File: src/design/trr_pkg.sv
// ----------------------------------------------------------------------------
// Tapered runner renderer package
// Shared types, constants and command/status structs for the renderer.
// ----------------------------------------------------------------------------
package trr_pkg;

    localparam int DEF_MAX_PIXELS   = 128;
    localparam int DEF_MAX_SEGMENTS = 8;

    // Width of the shared serial divider operands.
    localparam int DIV_W = 16;

    localparam logic [7:0] PIXEL_COUNT_RESET = 8'd31;
    localparam logic [7:0] MIN_COUNT         = 8'd2;
    localparam logic [6:0] PERCENT_FULL      = 7'd100;
    localparam logic [7:0] CHAN_MAX          = 8'd255;

    // Multiplying by LEN_RECIP and dropping LEN_SHIFT bits divides by 100
    // exactly for every length product up to 100 * 255.
    localparam logic [12:0] LEN_RECIP = 13'd5243;
    localparam int          LEN_SHIFT = 19;

    typedef enum logic [1:0] {
        OP_CLEAR   = 2'd0,
        OP_SET     = 2'd1,
        OP_ADVANCE = 2'd2,
        OP_READ    = 2'd3
    } trr_op_t;

    typedef enum logic [1:0] {
        DIV_START,
        DIV_POS,
        DIV_CHAN
    } trr_div_sel_t;

    typedef enum logic [2:0] {
        STORE_NONE,
        STORE_SET,
        STORE_ADV,
        STORE_N,
        STORE_CHAN
    } trr_store_t;

    typedef enum logic [3:0] {
        ST_IDLE,
        ST_DISPATCH,
        ST_MOD,
        ST_MOD_WAIT,
        ST_NDIV,
        ST_CDIV,
        ST_CDIV_WAIT,
        ST_PIX_A,
        ST_PIX_B,
        ST_DONE
    } trr_state_t;

    typedef struct packed {
        logic [1:0]        operation;
        logic [2:0]        segment_index;
        logic [14:0]       start_position;
        logic signed [9:0] speed;
        logic [6:0]        length_percent;
        logic [23:0]       segment_color;
        logic [6:0]        pixel_index;
    } trr_item_t;

    typedef struct packed {
        logic         load;
        logic         clear;
        logic         rd_issue;
        logic         div_start;
        trr_div_sel_t div_sel;
        trr_store_t   store;
        logic [1:0]   ch;
        logic         pix_a;
        logic         pix_b;
        logic         finish;
    } trr_cmd_t;

    typedef struct packed {
        trr_op_t op;
        logic    seg_ok;
        logic    div_done;
        logic    last;
        logic    out_free;
    } trr_status_t;

endpackage

File: src/design/trr_ctrl.sv
// ----------------------------------------------------------------------------
// Renderer controller
// Sequences requests through the divider, the pixel loop and the result.
// ----------------------------------------------------------------------------
module trr_ctrl (
    input  logic                 clk,
    input  logic                 rst_n,
    input  logic                 in_valid,
    output logic                 in_ready,
    output trr_pkg::trr_cmd_t    cmd,
    input  trr_pkg::trr_status_t status
);
    trr_pkg::trr_state_t state_reg;
    trr_pkg::trr_state_t state_next;
    logic [1:0]          ch_reg;
    logic [1:0]          ch_next;

    always_ff @(posedge clk or negedge rst_n)
    begin
        if (!rst_n)
        begin
            state_reg <= trr_pkg::ST_IDLE;
            ch_reg    <= '0;
        end
        else
        begin
            state_reg <= state_next;
            ch_reg    <= ch_next;
        end
    end

    always_comb
    begin
        state_next    = state_reg;
        ch_next       = ch_reg;
        in_ready      = 1'b0;
        cmd           = '0;
        cmd.div_sel   = trr_pkg::DIV_CHAN;
        cmd.store     = trr_pkg::STORE_NONE;
        cmd.ch        = ch_reg;
        unique case (state_reg)
            trr_pkg::ST_IDLE:
            begin
                in_ready = 1'b1;
                if (in_valid)
                begin
                    cmd.load   = 1'b1;
                    state_next = trr_pkg::ST_DISPATCH;
                end
            end
            trr_pkg::ST_DISPATCH:
            begin
                unique case (status.op) inside
                    trr_pkg::OP_CLEAR:
                    begin
                        cmd.clear  = 1'b1;
                        state_next = trr_pkg::ST_DONE;
                    end
                    trr_pkg::OP_READ:
                    begin
                        cmd.rd_issue = 1'b1;
                        state_next   = trr_pkg::ST_DONE;
                    end
                    trr_pkg::OP_SET, trr_pkg::OP_ADVANCE:
                    begin
                        state_next = status.seg_ok ? trr_pkg::ST_MOD : trr_pkg::ST_DONE;
                    end
                endcase
            end
            trr_pkg::ST_MOD:
            begin
                cmd.div_start = 1'b1;
                cmd.div_sel   = (status.op == trr_pkg::OP_SET) ?
                                trr_pkg::DIV_START : trr_pkg::DIV_POS;
                state_next    = trr_pkg::ST_MOD_WAIT;
            end
            trr_pkg::ST_MOD_WAIT:
            begin
                if (status.div_done)
                begin
                    if (status.op == trr_pkg::OP_SET)
                    begin
                        cmd.store  = trr_pkg::STORE_SET;
                        state_next = trr_pkg::ST_DONE;
                    end
                    else
                    begin
                        cmd.store  = trr_pkg::STORE_ADV;
                        state_next = trr_pkg::ST_NDIV;
                    end
                end
            end
            trr_pkg::ST_NDIV:
            begin
                cmd.store  = trr_pkg::STORE_N;
                ch_next    = '0;
                state_next = trr_pkg::ST_CDIV;
            end
            trr_pkg::ST_CDIV:
            begin
                cmd.div_start = 1'b1;
                cmd.div_sel   = trr_pkg::DIV_CHAN;
                state_next    = trr_pkg::ST_CDIV_WAIT;
            end
            trr_pkg::ST_CDIV_WAIT:
            begin
                if (status.div_done)
                begin
                    cmd.store = trr_pkg::STORE_CHAN;
                    if (ch_reg == 2'd2)
                    begin
                        state_next = trr_pkg::ST_PIX_A;
                    end
                    else
                    begin
                        ch_next    = ch_reg + 1'b1;
                        state_next = trr_pkg::ST_CDIV;
                    end
                end
            end
            trr_pkg::ST_PIX_A:
            begin
                cmd.pix_a  = 1'b1;
                state_next = trr_pkg::ST_PIX_B;
            end
            trr_pkg::ST_PIX_B:
            begin
                cmd.pix_b  = 1'b1;
                state_next = status.last ? trr_pkg::ST_DONE : trr_pkg::ST_PIX_A;
            end
            trr_pkg::ST_DONE:
            begin
                if (status.out_free)
                begin
                    cmd.finish = 1'b1;
                    state_next = trr_pkg::ST_IDLE;
                end
            end
            default:
            begin
                state_next = trr_pkg::ST_IDLE;
            end
        endcase
    end

endmodule

File: config.mk
export PLATFORM = sky130hd
export DESIGN_NAME = trr_ctrl
export DESIGN_NICKNAME = d
export VERILOG_FILES = /design/src/design/trr_pkg.sv /design/src/design/trr_ctrl.sv
export SDC_FILE = /design/constraint.sdc
export NUM_CORES = 1
export LEC_CHECK = 0
export BUFFER_PORTS_ARGS = -buffer_cell sky130_fd_sc_hd__buf_2
export CORE_ASPECT_RATIO = 0.9
export CORE_MARGIN = 5
export CORE_UTILIZATION = 48
export DETAILED_ROUTE_END_ITERATION = 8
export PLACE_DENSITY = 0.77
export REMOVE_ABC_BUFFERS = 1
export SLEW_MARGIN = 20
export SYNTH_ARGS = -nofsm -noshare
export SYNTH_HDL_FRONTEND = slang
export SYNTH_SLANG_ARGS = --single-unit
File: constraint.sdc
create_clock -name clk -period 1.81 [get_ports clk]
set_clock_uncertainty 0.2 [all_clocks]
set_input_delay 0.181 -clock clk [delete_from_list [all_inputs] [get_ports clk]]
set_output_delay 0.181 -clock clk [all_outputs]
set_load 0.005 [all_outputs]
=== Yosys cells after proc, flatten, opt, wreduce, memory -nomap -nowiden ===
Index checks and enable logic that the tools add are counted.

* Output and inout port bits: 15
* Logic and storage cells: 57
* Register bits: 6

* $add $sub $neg: 1
* Eq/ne operators: 18
* Muxes and demuxes: 29
* Reduce and logical (&&, ||, !) cells: 7

{| class="wikitable"
|+ Operators with widths
! operator !! count
|-
| 4-bit one-hot mux with 10 select lines || 1
|-
| 4-bit 2-to-1 mux || 7
|-
| 4-bit by 3-bit equality test with 1-bit output, second input constant || 4
|-
| 2-bit 2-to-1 mux || 6
|-
| 1-bit 2-to-1 mux || 10
|-
| 2-bit inequality test, second input constant || 5
|-
| 3-bit one-hot mux with 3 select lines || 1
|-
| 4-bit by 2-bit equality test with 1-bit output, second input constant || 2
|-
| 4-bit equality test, second input constant || 2
|-
| 4-bit one-hot mux with 2 select lines || 1
|-
| 2-bit equality test, second input constant || 3
|-
| 3-bit one-hot mux with 2 select lines || 1
|-
| 4-bit by 1-bit equality test with 1-bit output, second input constant || 1
|-
| 4-bit zero test || 1
|-
| 2-bit one-hot mux with 2 select lines || 1
|-
| 4-bit AND reduction || 1
|-
| 2-bit OR reduction || 2
|-
| 3-bit 2-to-1 mux || 1
|-
| 3-bit AND reduction || 1
|-
| 2-bit by 1-bit adder with 2-bit output, second input constant || 1
|-
| 2-bit by 1-bit equality test with 1-bit output, second input constant || 1
|-
| 2-bit zero test || 1
|-
| 2-bit nonzero test || 1
|}

=== Depth between registers and ports, before layout ===
Gate-level depths: netlist of run 1.

* Word-level depth: 4
* Gate-level depth with buffers: 6
* Mapped depth without buffers: 6

=== Least setup slack after synthesis of run 1 ===
No wires, ideal clock.

* Kind: reg-to-reg
* From: register ch_reg[0]
* To: register state_reg[1]
* Data arrival time: 1.311 ns
* Data required time: 1.489 ns
* Stages on the path, launching flop included: 7
* Setup time: 0.121 ns
* Setup slack: 0.178 ns
* Cell sequence: dfrtp_1 inv_1 ha_1 or2b_1 a32oi_1 o32ai_1 a22o_1

* Cells in the longest elaborated chain, start to end: 4

{| class="wikitable"
|+ Ends and longest elaborated chain
! what !! RTL line !! source
|-
| from (decl) || trr_ctrl.sv:15 || <nowiki>logic [1:0] ch_reg;</nowiki>
|-
| from (signal assigned) || trr_ctrl.sv:28 || <nowiki>ch_reg <= ch_next;</nowiki>
|-
| 2-bit equality test || trr_ctrl.sv:110 || <nowiki>if (ch_reg == 2'd2)</nowiki>
|-
| 2-bit 2-to-1 mux || trr_ctrl.sv:110 ||
|-
| 4-bit 2-to-1 mux || trr_ctrl.sv:107 || <nowiki>if (status.div_done)</nowiki>
|-
| 4-bit one-hot mux with 10 select lines || trr_ctrl.sv:41 || <nowiki>unique case (state_reg)</nowiki>
|-
| to (signal assigned) || trr_ctrl.sv:22 || <nowiki>state_reg <= trr_pkg::ST_IDLE;</nowiki>
|-
| to (signal assigned) || trr_ctrl.sv:27 || <nowiki>state_reg <= state_next;</nowiki>
|-
| to (decl) || trr_ctrl.sv:13 || <nowiki>trr_pkg::trr_state_t state_reg;</nowiki>
|}

No other way between the ends. The select of a mux whose other input is x is not followed.
A chain may end at the register's enable or synchronous reset.

==> impl_metrics.csv, run 1 <==
group,metric,value,unit
run_status,outcome,"completed",
global_route,grt_use_met3,2.913,%
final_layout,drive_above_1_share,42.28,%
final_layout,final_cell_area,962.2,um^2
worst_hold_path,hold_path.class,"input port to asynchronous set/reset pin",
final_layout,largest_reg_flops,4,
logic_synthesis,synthSimpleGateAreaFrac,35.75,%
placement,gp_congestion,0.7926,
power_and_ir_drop,p_per_area,1343,nW/um^2
die,core_area,1415,um^2
worst_setup_path,cp_num_buf_inv,2,
logic_synthesis,yosys_register_bits,6,
clocking,cts_buffer_depth,2,
drt,drc,0,
power_and_ir_drop,p_leak,0.4974,nW
logic_synthesis,netlist.area_leader.share,21.24,%
drt,drtIter0Drc,16,
worst_setup_path,cp_cell_sequence,"buf_4 > and4bb_2 > and2_4 > buf_2",
logic_synthesis,syn_area,706.9,um^2
global_route,grt_pass1_wl,2870,um
placement,place_hpwl,1374,um
logic_synthesis,synth_flop_cell,"dfrtp_1",
power_and_ir_drop,finalPower,1.293,mW
die,io_pins,24,
drt,ant_nets,0,
logic_synthesis,synth_commonest_cells,"nor2_1, inv_1, dfrtp_1, nand2_1, nor2b_1",
worst_setup_path,critPathSlowestCell,"dfrtp_2",
logic_synthesis,synthDistinctLibCells,38,
run,drv_cap,0,
logic_synthesis,avgSynthCellArea,8.033,um^2
placement,portBuffers,23,
drt,num_vias,788,
final_layout,final_util,67.99,%
die,start_util,49.96,%
final_layout,n_antenna_cell,0,
global_route,grt_use_met1,18.96,%
final_layout,instances_no_fill,138,
worst_setup_path,critPathRequiredTime,1.43,ns
timing,rsz0062_at_grt,"yes",
die,die-width,50.45,um
clocking,cts_buffers,3,
global_route,grt_max_degree,15,
worst_setup_path,crit_type,"register to output port",
global_route,overflow,0,
worst_setup_path,start_kind,"register",
clocking,cts.clk_slew.worst_paths,0.04,ns
clocking,clk_latency,0.24,ns
die,die-area,2341,um^2
logic_synthesis,synthAdderAreaFrac,7.080,%
logic_synthesis,syn-instance-count,88,
global_route,grt_pass1_vias,694,
global_route,use_met2,27.72,%
clocking,root_buffer,"clkbuf_4",
global_route,antenna_found_initial,0,
final_layout,nNetsFinal,138,
placement,placed_area,845.8,um^2
clocking,htree_num_levels,1,
timing,slew_headroom,82.38,%
logic_synthesis,yosysMostFrequentCell,"nor2_1",
drt,wire_per_inst,13.80,um
worst_setup_path,crit_arrival,1.38,ns
power_and_ir_drop,vdd_ir_drop_max,0.7528,mV
logic_synthesis,synth_top_family_by_area,"simple AND/OR/NAND/NOR gates",
drt,dr.pass1.iters,4,
clocking,cts_tree,"done",
clocking,cts_sinks,6,
worst_setup_path,worstPathMaxFanout,6,
logic_synthesis,synthMuxAreaShare,1.416,%
die,rows,13,
die,die-height,46.41,um
timing,min_period_over_period,97.17,%
global_route,grt.total_usage,15.87,%
logic_synthesis,yosysTopAreaCell,"dfrtp_1",
timing,fmax,568.6,MHz
global_route,grt-busiest-layer,"met2",
timing,hold_viol_final,0,
logic_synthesis,synth_seq_area_share,21.24,%
drt,routed_wirelength,1904,um
timing,setup_viol,0,
worst_setup_path,cp-end-kind,"output port",
logic_synthesis,synthTopCellsByArea,"dfrtp_1, ha_1, nor2_1, nor2b_1, inv_1",
drt,post_drt_via_cell_ratio,5.710,
timing,worst_pin_slew,0.2637,ns
logic_synthesis,synthArstFlopShare,100.0,%
worst_setup_path,cp_top_family,"flip-flops",
logic_synthesis,synth-edff-count,0,
logic_synthesis,synthXorXnorAreaFrac,1.239,%
logic_synthesis,yosysWarnings,0,
timing,finalSetupTns,0,ns
worst_setup_path,slowest_delay,0.45,ns
logic_synthesis,synth-compound-area-share,22.30,%
timing,report.final.slew_viol_count,0,
timing,period_minus_slack,1.759,ns
final_layout,area_growth,36.11,%
placement,place_inst,127,
repair_timing:
action / in CTS / in global routing
resized for setup: 5 / 7
hold buffers: 2 / 0
buffers inserted: 0 / 6
hold endpoints to repair: 7 / 0
pin swaps: 0 / 1
endpoints found under the setup margin: 7 / 8
cells by family after synthesis:
family | after synthesis
AO/OA/AOI/OAI | 22
XOR/XNOR | 1
adder cells (fa/ha/maj) | 4
AND/OR/NAND/NOR | 40
flip-flops | 6
multiplexers | 1
buffers and inverters | 14
worst paths after layout:
check                                    startpoint                       end  slack (ns)  cells past startpoint
max                        state_reg[3]$_DFFE_PN0P_                    cmd[7]        0.05                      4
min                                           rst_n     ch_reg[0]$_DFFE_PN0P_        0.08                      2
min in group clk                           in_valid  state_reg[0]$_DFFE_PN0P_        0.11                      3
max in group asynchronous                     rst_n  state_reg[3]$_DFFE_PN0P_        1.17                      2
min reg2reg                   ch_reg[0]$_DFFE_PN0P_     ch_reg[0]$_DFFE_PN0P_        0.35                      2
max reg2reg                   ch_reg[0]$_DFFE_PN0P_  state_reg[1]$_DFFE_PN0P_        0.12                      6
placed cells by master, fill, tap and decap left out, types with 4 or more instances in the layout:
master / instances
dfrtp_2: 4
nand2_1: 6
buf_2: 23
ha_1: 4
inv_1: 7
nor2_1: 9
buf_4: 9
cell type report:
cell class	instances	area (um^2)
Multi-Input combinational cell	68	494.2
Inverter	8	30.03
Sequential cell	6	155.1
Timing Repair Buffer	38	241.5
Fill cell	124	452.9
Tap cell	15	18.77
Clock buffer	3	22.52
routing by layer:
layer  up-vias  wire length, um
li1        377                -
met1       376              804
met2        33              960
met3         2              126
met4         0               12
met5         -                0
report_power, final:
| part | internal [mW] | switching (mW) |
|---|---|---|
| registers | 0.197 | 0.0797 |
| clock network | 0.0748 | 0.0452 |
| logic | 0.469 | 0.426 |
per-stage QoR:
stage                     hold WS (ns)  setup WS [ns]
after CTS                      0.08508        0.02061
after floorplan                -0.3146         0.1265
after detailed placement       -0.1945         0.1259
after global placement         -0.1956         0.1535
after global routing            0.1039       -0.05948
final                          0.08471        0.05129
Power figures use the tool's default switching activity.
==> run 2: changes to the inputs <==
- clock period: 1.81 -> 1.7 ns (I/O delays scaled with it)
==> run 2 against run 1 <==
  * The flow now finishes with violations (negative setup slack)
  * Via count increased by 1.5%
  * Final cell count increased by 2.2%
  * Combinational power increased by 22%
  * First-iteration DRC count increased by 63%
  * Clock-buffer cell count unchanged
  * Global-route usage increased by 1.7 points
  * Flip-flop and latch count unchanged
  * Register-to-register slack got worse by 0.13 ns
  * Largest cell class unchanged
  * Largest power group unchanged
  * Non-clock buffer count increased by 3
  * Power increased by 17%
  * Routed wire length increased by 8.2%
  * Hold slack got worse by 0.0038 ns
  * Critical endpoint is now state_reg[1]$_DFFE_PN0P_
==> impl_metrics.csv, run 2 (synthesized netlist as in run 1, its figures left out) <==
group,metric,value,unit
final_layout,final_util,72.77,%
global_route,grt_max_degree,14,
clocking,cts_sinks,6,
timing,min_period_over_period,100.6,%
global_route,grt_pass1_wl,3208,um
final_layout,multi_input_area,516.7,um^2
power_and_ir_drop,vdd_ir_drop_max,0.9821,mV
clocking,clk_latency,0.24,ns
final_layout,final_cell_mix,"buf_2, buf_4, inv_1, nand2_1, nor2_1",
placement,place_inst,127,
final_layout,fillers,112,
clocking,cts_buffer_depth,2,
final_layout,instances_no_fill,141,
drt,wire_per_inst,14.61,um
timing,report.final.slew_viol_count,0,
die,die-area,2341,um^2
timing,worst_pin_slew,0.2670,ns
power_and_ir_drop,p_per_area,1464,nW/um^2
drt,routed_wirelength,2060,um
worst_setup_path,start_kind,"register",
global_route,antenna_found_initial,0,
die,die-width,50.45,um
die,start_util,49.96,%
run_status,violations,"negative setup slack",
drt,dr.pass1.iters,4,
die,die-height,46.41,um
clocking,root_buffer,"clkbuf_4",
final_layout,nNetsFinal,141,
timing,fmax,584.9,MHz
final_layout,n_antenna_cell,0,
worst_hold_path,hold_path.class,"input port to asynchronous set/reset pin",
global_route,grt_pass1_vias,759,
final_layout,layout_commonest_cell,"buf_2",
placement,portBuffers,23,
drt,drc,0,
worst_setup_path,crit_type,"register to register",
power_and_ir_drop,p_leak,0.5207,nW
run_status,outcome,"complete, but fails checks",
timing,period_minus_slack,1.710,ns
worst_setup_path,crit_arrival,1.64,ns
final_layout,area_growth,45.66,%
global_route,grt.total_usage,17.53,%
worst_setup_path,cp-end-kind,"register",
die,core_area,1415,um^2
timing,rsz0062_at_grt,"yes",
worst_setup_path,r2r_cells,6,
die,io_pins,24,
worst_setup_path,worstPathMaxFanout,5,
clocking,cts_tree,"done",
timing,slew_headroom,82.15,%
worst_setup_path,regToRegSetupSlack,-0.01,ns
die,rows,13,
drt,post_drt_via_cell_ratio,5.674,
clocking,cts.clk_slew.worst_paths,0.05,ns
drt,ant_nets,0,
timing,layout_setup_ws,-0.009656,ns
run,drv_cap,0,
timing,hold_viol_final,0,
final_layout,regArea,152.6,um^2
clocking,htree_num_levels,1,
placement,gp_congestion,0.8447,
final_layout,drive_above_1_share,49.21,%
drt,num_vias,800,
placement,place_hpwl,1346,um
drt,drtIter0Drc,26,
clocking,cts_buffers,3,
timing,setup_viol,1,
worst_setup_path,critPathRequiredTime,1.63,ns
global_route,overflow,0,
final_layout,largest_reg_flops,4,
run 2: changes by cell type in the layout (fill, tap and decap cells not counted), sizes merged:
cell	change
buf	+4
clkbuf	-1
run 2: final cells by class:
type                       count  area share, %
tap                           15          1.823
multi-input combinational     68          50.18
clock buffer                   3          2.187
inverter                       8          2.916
timing repair buffer          41          28.07
sequential                     6          14.82
run 2: metal layers:
layer	wire length, um	global-route usage [%]	up-vias
met4	17	7.143	0
met3	161	4.207	2
met5	0	0	-
met2	1044	28.71	43
li1	-	-	385
met1	836	22.14	370
run 2: final timing paths:
path	startpoint	end
worst max-delay path	state_reg[2]$_DFFE_PN0P_	state_reg[1]$_DFFE_PN0P_
worst min-delay path	rst_n	state_reg[2]$_DFFE_PN0P_
worst max register to register	state_reg[2]$_DFFE_PN0P_	state_reg[1]$_DFFE_PN0P_
worst min register to register	ch_reg[0]$_DFFE_PN0P_	ch_reg[0]$_DFFE_PN0P_
max in group asynchronous	rst_n	state_reg[0]$_DFFE_PN0P_
min in group clk	status[1]	state_reg[3]$_DFFE_PN0P_
run 2: timing repair:
action | 4_1_cts | 5_1_grt
hold endpoints to repair | 7 | 0
resized for setup | 7 | 14
endpoints found under the setup margin | 13 | 13
hold buffers | 2 | 0
setup buffers | 3 | 6
pin swaps | 2 | 5
run 2: worst max-delay path, stage by stage (launching register included):
cell      delay, ns
dfrtp_1        0.41
buf_4          0.15
buf_4          0.14
nor2b_1        0.15
o21ai_1        0.13
o2111a_2       0.20
a22o_1         0.21
run 2: per-stage QoR:
stage / power (mW) / hold WS (ns) / setup TNS, ns / worst slack, ns / instance area, um^2
floorplan: 0.7930 / -0.3256 / 0 / 0.01648 / 659.4
global placement: 1.083 / -0.2056 / 0 / 0.03260 / 845.8
detailed placement: 1.101 / -0.2067 / 0 / 0.009145 / 845.8
CTS: 1.352 / 0.08117 / 0 / 0.0005197 / 943.4
global route: 1.619 / 0.09805 / -0.6540 / -0.1190 / 1030
finish: 1.507 / 0.08086 / -0.009656 / -0.009656 / 1030
run 2: where the power goes:
group          switching [mW]  internal [mW]  total (mW)
clock network          0.0495         0.0797       0.129
logic                   0.508          0.580        1.09
registers              0.0824          0.207       0.290
==> run 3: changes to the inputs <==
- CORE_ASPECT_RATIO: 0.9 -> unset
==> run 3 against run 2 <==
  * The flow still finishes with violations (negative setup slack)
  * Flip-flop and latch count stayed put
  * Register-to-register slack barely moved
  * Final area rose by 1.8%
  * Fmax decreased by 1.1%
  * Routed wire length up 2.5%
  * Combinational power is 4% higher
  * Largest cell class unchanged
==> impl_metrics.csv, run 3 (synthesized netlist as in run 1, its figures left out) <==
group,metric,value,unit
drt,wire_per_inst,14.57,um
clocking,cts_buffers,3,
timing,worst_pin_slew,0.2634,ns
die,io_pins,24,
timing,rsz0062_at_grt,"yes",
drt,post_drt_via_cell_ratio,5.683,
placement,place_inst,128,
drt,routed_wirelength,2112,um
worst_setup_path,crit_type,"register to output port",
final_layout,final_cell_mix,"buf_2, buf_4, nor2_1, inv_1, nand2_1",
worst_hold_path,hold_path.class,"input port to asynchronous set/reset pin",
die,rows,13,
placement,portBuffers,23,
global_route,antenna_found_initial,0,
drt,ant_nets,0,
run,drv_cap,0,
power_and_ir_drop,p_per_area,1485,nW/um^2
global_route,grt.total_usage,17.11,%
die,die-area,2340,um^2
timing,fmax,578.6,MHz
worst_setup_path,cp_cell_sequence,"buf_4 > and4bb_2 > and2_1 > buf_2",
global_route,overflow,0,
worst_setup_path,start_kind,"register",
timing,min_period_over_period,101.7,%
clocking,cts_sinks,6,
worst_setup_path,crit_arrival,1.36,ns
final_layout,regArea,152.6,um^2
final_layout,multi_input_area,511.7,um^2
power_and_ir_drop,vdd_ir_drop_max,1.066,mV
timing,setup_viol,4,
global_route,grt_max_degree,14,
die,core_area,1350,um^2
final_layout,n_antenna_cell,0,
run_status,outcome,"complete, but fails checks",
timing,finalSetupTns,-0.07373,ns
clocking,root_buffer,"clkbuf_4",
clocking,clk_latency,0.25,ns
final_layout,layout_commonest_cell,"buf_2",
final_layout,nNetsFinal,145,
worst_setup_path,r2r-start,"state_reg[2]$_DFFE_PN0P_",
timing,report.final.slew_viol_count,0,
worst_setup_path,critPathSlowestCell,"dfrtp_1",
drt,num_vias,824,
final_layout,largest_reg_flops,4,
global_route,grt_pass1_wl,3277,um
final_layout,area_growth,48.32,%
power_and_ir_drop,p_leak,0.5438,nW
worst_setup_path,worstPathMaxFanout,4,
final_layout,fillers,98,
final_layout,drive_above_1_share,46.92,%
worst_setup_path,cp_top_family,"flip-flops",
drt,drc,0,
worst_setup_path,slowest_delay,0.43,ns
timing,slew_headroom,82.40,%
timing,whs,0.06943,ns
timing,period_minus_slack,1.728,ns
timing,hold_viol_final,0,
worst_setup_path,cp_num_buf_inv,2,
placement,place_hpwl,1372,um
worst_setup_path,crit_start,"state_reg[2]$_DFFE_PN0P_",
clocking,cts_buffer_depth,2,
final_layout,instances_no_fill,145,
clocking,cts_tree,"done",
drt,dr.pass1.iters,5,
die,die-width,48.38,um
clocking,cts.clk_slew.worst_paths,0.05,ns
worst_setup_path,critPathRequiredTime,1.33,ns
timing,layout_setup_ws,-0.02827,ns
die,die-height,48.38,um
placement,gp_congestion,0.8709,
clocking,htree_num_levels,1,
die,start_util,52.36,%
run_status,violations,"negative setup slack",
global_route,grt_pass1_vias,763,
drt,drtIter0Drc,10,
worst_setup_path,cp-end-kind,"output port",
-- run 3: per-layer routing --
layer | track usage, % | vias up | part of all wire (%)
met2 | 28.04 | 39 | 50
met4 | 3.687 | 0 | 1.7
met1 | 21.00 | 384 | 40
met3 | 6.422 | 4 | 8.2
li1 | - | 397 | -
met5 | 0 | - | 0
-- run 3: worst register-to-register path, delay by kind of cell, from the launching register on --
kind | cells | cell delay, ns
buf+inv | 2 | 0.32
compound gates | 3 | 0.59
flops | 1 | 0.43
simple gates | 1 | 0.13
-- run 3: where the power goes --
part	total, mW	switching [mW]	internal (mW)
registers	0.295	0.0880	0.207
clock network	0.134	0.0538	0.0800
logic	1.13	0.504	0.624
-- run 3: through the flow --
step | cell area, um^2 | setup slack [ns] | utilization (%) | power (mW)
global route | 1049 | -0.09664 | 77.66 | 1.690
global placement | 853.3 | 0.03374 | 63.21 | 1.094
detailed placement | 853.3 | 0.01121 | 63.21 | 1.107
floorplan | 659.4 | 0.01648 | - | 0.7930
finish | 1049 | -0.02827 | 77.66 | 1.557
CTS | 987.2 | -0.006598 | 73.12 | 1.423
-- run 3: final cells by class --
cell class	count	area share [%]
multi-input cells	68	48.81
repair buffers	45	29.83
flip-flops and latches	6	14.56
inverters	8	2.864
clock buffers	3	2.148
well taps	15	1.790
-- run 3: worst paths after layout --
kind                                       endpoint  slack, ns  depth (start not counted)
min in group clk           state_reg[0]$_DFFE_PN0P_       0.09                          3
max in group asynchronous  state_reg[0]$_DFFE_PN0P_       1.07                          2
setup / recovery                             cmd[7]      -0.03                          4
hold reg to reg               ch_reg[0]$_DFFE_PN0P_       0.35                          2
setup reg to reg           state_reg[1]$_DFFE_PN0P_      -0.02                          6
hold / removal             state_reg[3]$_DFFE_PN0P_       0.07                          2
-- run 3: timing repair --
item,4_1_cts,5_1_grt
buffers inserted,9,4
setup endpoints to repair,11,14
pin swaps,1,4
resized for setup,7,9
hold endpoints to repair,7,0
hold buffers,2,0
